===== src/rtl/core/slbs_pkg.sv =====
// Shared types and codes for the sorted-table lower-bound search.
package slbs_pkg;

    // Operation codes carried by s_operation
    localparam logic OP_WRITE  = 1'b0;
    localparam logic OP_SEARCH = 1'b1;

    // Widths fixed by the input and result words
    localparam int KEY_W   = 32;
    localparam int IDX_W   = 10;
    localparam int LOW_W   = 12;
    localparam int HIGH_W  = 11;
    // Signed internal window bound: holds -1 .. 2047
    localparam int POS_W   = 13;

    // Sequencer to window datapath
    typedef struct packed {
        logic load;   // start a new window from the accepted word
        logic step;   // halve the window with the returned entry
    } win_ctrl_t;

    // Window datapath to sequencer
    typedef struct packed {
        logic              done;  // updated window holds no entry to probe
        logic [HIGH_W-1:0] pos;   // current upper bound, the answer when done
    } win_stat_t;

endpackage


===== src/rtl/core/slbs_window.sv =====
// Search window datapath: bound clamping, halving step and probe address.
module slbs_window #(
    parameter int TABLE_DEPTH = 1024
) (
    input  logic                             aclk,
    input  logic                             aresetn,
    input  slbs_pkg::win_ctrl_t              ctrl,
    input  logic signed [slbs_pkg::KEY_W-1:0]  key_in,
    input  logic signed [slbs_pkg::LOW_W-1:0]  low_in,
    input  logic [slbs_pkg::HIGH_W-1:0]        high_in,
    input  logic signed [slbs_pkg::KEY_W-1:0]  entry,
    output logic                             rd_en,
    output logic [$clog2(TABLE_DEPTH)-1:0]   rd_addr,
    output slbs_pkg::win_stat_t              stat
);

    localparam int ADDR_W = $clog2(TABLE_DEPTH);
    localparam int POS_W  = slbs_pkg::POS_W;
    localparam int SUM_W  = POS_W + 1;

    logic signed [POS_W-1:0] lo_reg, hi_reg, mid_reg;
    logic signed [POS_W-1:0] lo_next, hi_next, mid_next;
    logic signed [POS_W-1:0] lo_clamp, hi_clamp;
    logic signed [slbs_pkg::KEY_W-1:0] key_reg;
    logic signed [SUM_W-1:0] sum, span;
    logic [31:0]             mid_wide;
    logic                    done_next;
    logic                    entry_less;

    // Clamp incoming bounds into [-1, TABLE_DEPTH]
    always_comb begin
        if (int'(low_in) < -1) begin
            lo_clamp = -POS_W'(1);
        end else if (int'(low_in) > TABLE_DEPTH) begin
            lo_clamp = POS_W'(TABLE_DEPTH);
        end else begin
            lo_clamp = POS_W'(low_in);
        end
        if (int'({1'b0, high_in}) > TABLE_DEPTH) begin
            hi_clamp = POS_W'(TABLE_DEPTH);
        end else begin
            hi_clamp = POS_W'({1'b0, high_in});
        end
    end

    assign entry_less = entry < key_reg;

    always_comb begin
        priority if (ctrl.load) begin
            lo_next = lo_clamp;
            hi_next = hi_clamp;
        end else if (ctrl.step) begin
            lo_next = entry_less ? mid_reg : lo_reg;
            hi_next = entry_less ? hi_reg : mid_reg;
        end else begin
            lo_next = lo_reg;
            hi_next = hi_reg;
        end
    end

    // Sum is at least zero whenever the window is open, so the shift halves it rounding down
    assign sum       = SUM_W'(lo_next) + SUM_W'(hi_next);
    assign span      = SUM_W'(hi_next) - SUM_W'(lo_next);
    assign mid_next  = POS_W'(sum >>> 1);
    assign done_next = span <= SUM_W'(1);
    assign mid_wide  = {{(32 - POS_W){1'b0}}, mid_next};

    assign rd_en     = (ctrl.load || ctrl.step) && !done_next;
    assign rd_addr   = mid_wide[ADDR_W-1:0];
    assign stat.done = done_next;
    assign stat.pos  = hi_reg[slbs_pkg::HIGH_W-1:0];

    always_ff @(posedge aclk) begin
        if (ctrl.load || ctrl.step) begin
            lo_reg  <= lo_next;
            hi_reg  <= hi_next;
            mid_reg <= mid_next;
        end
        if (ctrl.load) begin
            key_reg <= key_in;
        end
    end

`ifndef SYNTHESIS
    // A halving step only happens on a window that still has a probe in it
    assert property (@(posedge aclk) disable iff (!aresetn)
        ctrl.step |-> (SUM_W'(hi_reg) - SUM_W'(lo_reg) > SUM_W'(1)))
        else $error("step on a closed window");

    // Each step strictly narrows the window
    assert property (@(posedge aclk) disable iff (!aresetn)
        ctrl.step |=> (hi_reg - lo_reg) < ($past(hi_reg) - $past(lo_reg)))
        else $error("window did not narrow");

    assert property (@(posedge aclk) disable iff (!aresetn)
        !(ctrl.load && ctrl.step))
        else $error("load and step together");
`endif

endmodule

===== config.mk =====
export PLATFORM = sky130hd
export DESIGN_NAME = slbs_window
export DESIGN_NICKNAME = d
export VERILOG_FILES = /design/src/rtl/core/slbs_pkg.sv /design/src/rtl/core/slbs_window.sv
export SDC_FILE = /design/constraint.sdc
export NUM_CORES = 1
export LEC_CHECK = 0
export BUFFER_PORTS_ARGS = -buffer_cell sky130_fd_sc_hd__buf_2
export CAP_MARGIN = 10
export CORE_MARGIN = 4
export CORE_UTILIZATION = 57
export DETAILED_ROUTE_END_ITERATION = 12
export HOLD_SLACK_MARGIN = 0.03
export PLACE_DENSITY_LB_ADDON = 0.25
export SYNTH_ARGS = -nofsm -noshare
export SYNTH_HDL_FRONTEND = slang
export SYNTH_SLANG_ARGS = --single-unit

===== constraint.sdc =====
create_clock -name aclk -period 12.4 [get_ports aclk]
set_clock_uncertainty 0.1 [all_clocks]
set_input_delay 0 -clock aclk [delete_from_list [all_inputs] [get_ports aclk]]
set_output_delay 0 -clock aclk [all_outputs]
set_load 0.02 [all_outputs]

# Word-level counts from Yosys, hierarchy flattened
# Cells that the tools add are included.
# totals
in_bits	91
register_bits	71
out_inout_bits	23
elab_cells	23
# op_classes
reduce_logical	3
n_lt_le_gt_ge	5
n_addsub	2
mux	9
# op_table
cell	count
two-way mux 13 bit	8
less-than comparator 32 bit	1
adder 13 x 13 -> 14 bit	1
<= comparator 14 x 2 -> 1 bit, second input constant	1
subtractor 13 x 13 -> 14 bit	1
greater-than comparator 12 bit, second input constant	1
less-than comparator 12 x 1 -> 1 bit, second input constant	1
greater-than comparator 11 bit, second input constant	1
two-way mux 11 bit	1
logical AND 1 bit	1
zero test 1 bit	1
logical OR 1 bit	1

# Longest topological paths before layout
# depth
depth_word	8
mapped_depth	20
ltp_nobuf	18

# Worst setup path after synthesis
# OpenSTA, ideal clock, no wires.
# synth_timing
path_type	register to output
start	register key_reg[13] (netlist bit)
end	output rd_en
arrival_time_ns	4.575
n_path_buf	2
required_time_ns	12.300
stages_incl_launch_ff	19
path_slack_ns	7.725
path_cell_list	edfxtp_1 -> inv_1 -> ha_1 -> a21o_1 -> a21o_1 -> a221oi_2 -> o21ai_2 -> a2111oi_4 -> buf_6 -> o21ai_1 -> and3_1 -> ha_1 -> buf_6 -> or4_4 -> nor3_1 -> and4b_1 -> o211ai_4 -> o31ai_2 -> nor4b_1
# synth_between
elab_chain_len	8
word_cells_on_any_way	11
cone_classes	add/sub: 1; order compare: 2; mux: 6; reduce/logical: 2
# synth_rtl
item	line_no	rtl
from (decl)	slbs_window.sv:24	logic signed [slbs_pkg::KEY_W-1:0] key_reg;
from (signal assigned)	slbs_window.sv:80	key_reg <= key_in;
less-than comparator 32 bit	slbs_window.sv:46	assign entry_less = entry < key_reg;
two-way mux 13 bit	slbs_window.sv:53	lo_next = entry_less ? mid_reg : lo_reg;
two-way mux 13 bit	slbs_window.sv:52	end else if (ctrl.step) begin
two-way mux 13 bit	slbs_window.sv:49	priority if (ctrl.load) begin
via lo_next[11]	slbs_window.sv:22	logic signed [POS_W-1:0] lo_next, hi_next, mid_next;
subtractor 13 x 13 -> 14 bit	slbs_window.sv:63	assign span = SUM_W'(hi_next) - SUM_W'(lo_next);
<= comparator 14 x 2 -> 1 bit	slbs_window.sv:65	assign done_next = span <= SUM_W'(1);
zero test 1 bit	slbs_window.sv:68	assign rd_en = (ctrl.load || ctrl.step) && !done_next;
logical AND 1 bit	slbs_window.sv:68	
to (decl)	slbs_window.sv:12	output logic rd_en,
# The timed path passes the listed nets, and every way through them passes these cells.

==> impl_metrics.json <==
{
  "rsz0062_at_grt": "no",
  "synth.largest_area_cell": "edfxtp_1",
  "hold_violations": 0,
  "ys.flop_type": "edfxtp_1",
  "row_count": 35,
  "post_drt_wl_per_cell_um": 18.0,
  "final_antenna_net_count": 0,
  "totalNegativeSetupSlack_ns": 0,
  "drt_pass1_iterations": 5,
  "placedCellCount": 754,
  "critPathTopFamily": "simple AND/OR/NAND/NOR gates",
  "path_cells": "inv_1 > ha_1 > a21oi_1 > o21ai_1 > a211oi_2 > a31oi_1 > nor2_1 > nand3_1 > a31oi_1 > ha_1 > or4_1 > a211oi_1 > nor4b_2 > o211ai_4 > nor4_1 > or3_1 > buf_2",
  "period_share_pct": 43.9,
  "final_cells": 809,
  "grt_pass1_vias": 4732,
  "slowest_stage": "nor2_1",
  "nets": 825,
  "diodes": 0,
  "synth_top_cell_area_share_pct": 39.0,
  "dp_hpwl_um": 10100,
  "clk_path_buf_depth": 2,
  "status": "finished clean",
  "synth_area_leaders": "edfxtp_1 39%, ha_1 13%, inv_1 3.7%",
  "wl_um": 14500,
  "grt_first_pass_wirelength_um": 23500,
  "crit_fanout": 14,
  "cp_data_arrival_time_ns": 5.35,
  "fillCellCount": 690,
  "cts-buffers-inserted": 9,
  "antenna_found_initial": 0,
  "slew_violations": 0,
  "rrSetupSlack_ns": 7.59,
  "seq_area_frac_synth_pct": 39.0,
  "gp_congestion": 0.893,
  "overflow": 0,
  "crit_buf_inv": 2,
  "synth-seq-cells": 71,
  "yosysMostFrequentCell": "edfxtp_1",
  "syn_area_um2": 5470,
  "total_power_mw": 0.958,
  "grt_start_max_net_pins": 70,
  "maxCapViolCount": 0,
  "path_clk_slew_ns": 0.08,
  "synth_edf_count": 71,
  "initial_core_util_pct": 58.9,
  "multi_input_area_um2": 2820,
  "area_delta_synth_final_pct": 18.8,
  "cts_tree": "done",
  "final_layout_size_suffix_gt1_share_pct": 23.2,
  "via_per_inst": 5.82,
  "hp-class": "primary input to flop",
  "synthCells": 553,
  "regArea_um2": 2130,
  "track_usage_pct": 26.1,
  "ios": 114,
  "tightest_slew_ns": 0.849,
  "crit_required_ns": 12.30,
  "slowest_delay_ns": 0.66,
  "h-tree-depth": 3,
  "power_density_nw_per_um2": 147,
  "crit_path_start_kind": "flop",
  "fmax_ghz": 0.184,
  "vdd_ir_drop_max_mv": 0.143,
  "yosys.cell_types.count": 73,
  "slew_headroom_pct": 43.2,
  "portBuffers": 112,
  "die_h_um": 106,
  "core_area_um2": 9280,
  "setup_viol": 0,
  "dieArea_um2": 11200,
  "async_reset_ff_share_pct": 0,
  "critPathKind": "flop to primary output",
  "end_kind": "primary output",
  "drt-initial-drc-count": 404,
  "clkSinkCount": 71,
  "syn_nets": 703,
  "drc": 0,
  "p_leak_nw": 2.90,
  "largest_reg_flops": 32,
  "yosys_warnings": 0,
  "yosys-top-cells-count": "71 x edfxtp_1, 57 x ha_1, 54 x inv_1",
  "num_vias": 4708,
  "fin_crit_ns": 5.45,
  "clk_latency_ns": 0.36,
  "synth_area_per_cell_um2": 9.89,
  "fp.dieW_um": 106,
  "final_util_pct": 70.0,
  "root_buffer": "clkbuf_8"
}
==> layout make-up <==
type                       instances  share of cell area, %
multi-input combinational        383                   43.4
clock buffer                      10                   1.96
inverter                          54                   3.12
timing repair buffer             156                   15.2
sequential                        71                   32.8
clock inverter                     6                  0.944
tap                              129                   2.49
==> cell families after synthesis <==
family | count (synthesis) | share of synthesized area (%)
fa+ha+maj | 59 | 13.8
buf+inv | 99 | 9.38
compound gates | 138 | 17.9
flops | 71 | 39.0
mux | 1 | 0.206
xor+xnor | 12 | 1.92
simple gates | 173 | 17.8
==> metal layers <==
| metal | vias to the layer above | wire [µm] | track usage, % |
|---|---|---|---|
| li1 | 2277 | - | - |
| met1 | 2186 | 6270 | 33.1 |
| met2 | 218 | 6990 | 44.5 |
| met3 | 27 | 989 | 5.89 |
| met4 | 0 | 277 | 8.05 |
| met5 | - | 0 | 0 |
==> final timing paths <==
path | to | startpoint | depth (start not counted)
setup / recovery | stat[11] | key_reg[27]$_DFFE_PP_ | 17
setup reg to reg | mid_reg[9]$_DFFE_PN_ | key_reg[27]$_DFFE_PP_ | 17
hold / removal | hi_reg[8]$_DFFE_PN_ | high_in[8] | 3
hold reg to reg | lo_reg[8]$_DFFE_PN_ | lo_reg[8]$_DFFE_PN_ | 2
==> per-stage QoR <==
step           area, µm²  hold slack (ns)  setup slack [ns]
6_report            6490           0.0665              6.95
5_1_grt             6490           0.0532              6.45
4_1_cts             6490           0.0396              6.97
3_5_place_dp        5920           0.0781              7.38
3_3_place_gp        5920           0.0765              7.53
2_1_floorplan       5470         -0.00113              7.72
==> worst min-delay path, cell delays in order <==
cell and delay, ns:
buf_2 0.10, a21oi_1 0.14, a31oi_1 0.09
==> placed cells by master (no fill, tap or decap), drive strengths merged, types with 22 or more instances in the layout <==
cell,count
buf,117
edfxtp,71
ha,57
inv,54
dlygate4sd3,39
a21oi,37
nor2,31
nand3,30
o21ai,30
nand2,22
==> timing repair <==
| item | 4_1_cts | 5_1_grt |
|---|---|---|
| hold endpoints to repair | 39 | 0 |
| resized for setup | 0 | 0 |
| hold buffers | 39 | 0 |
| setup buffers | 0 | 0 |
==> report_power, final <==
part	internal, mW	total (mW)	switching (mW)	leakage (nW)
registers	0.324	0.344	0.0207	0.706
clock network	0.0923	0.186	0.0941	0.0960
logic	0.166	0.427	0.261	2.10
Note: power is estimated with default switching activity, not from simulation.
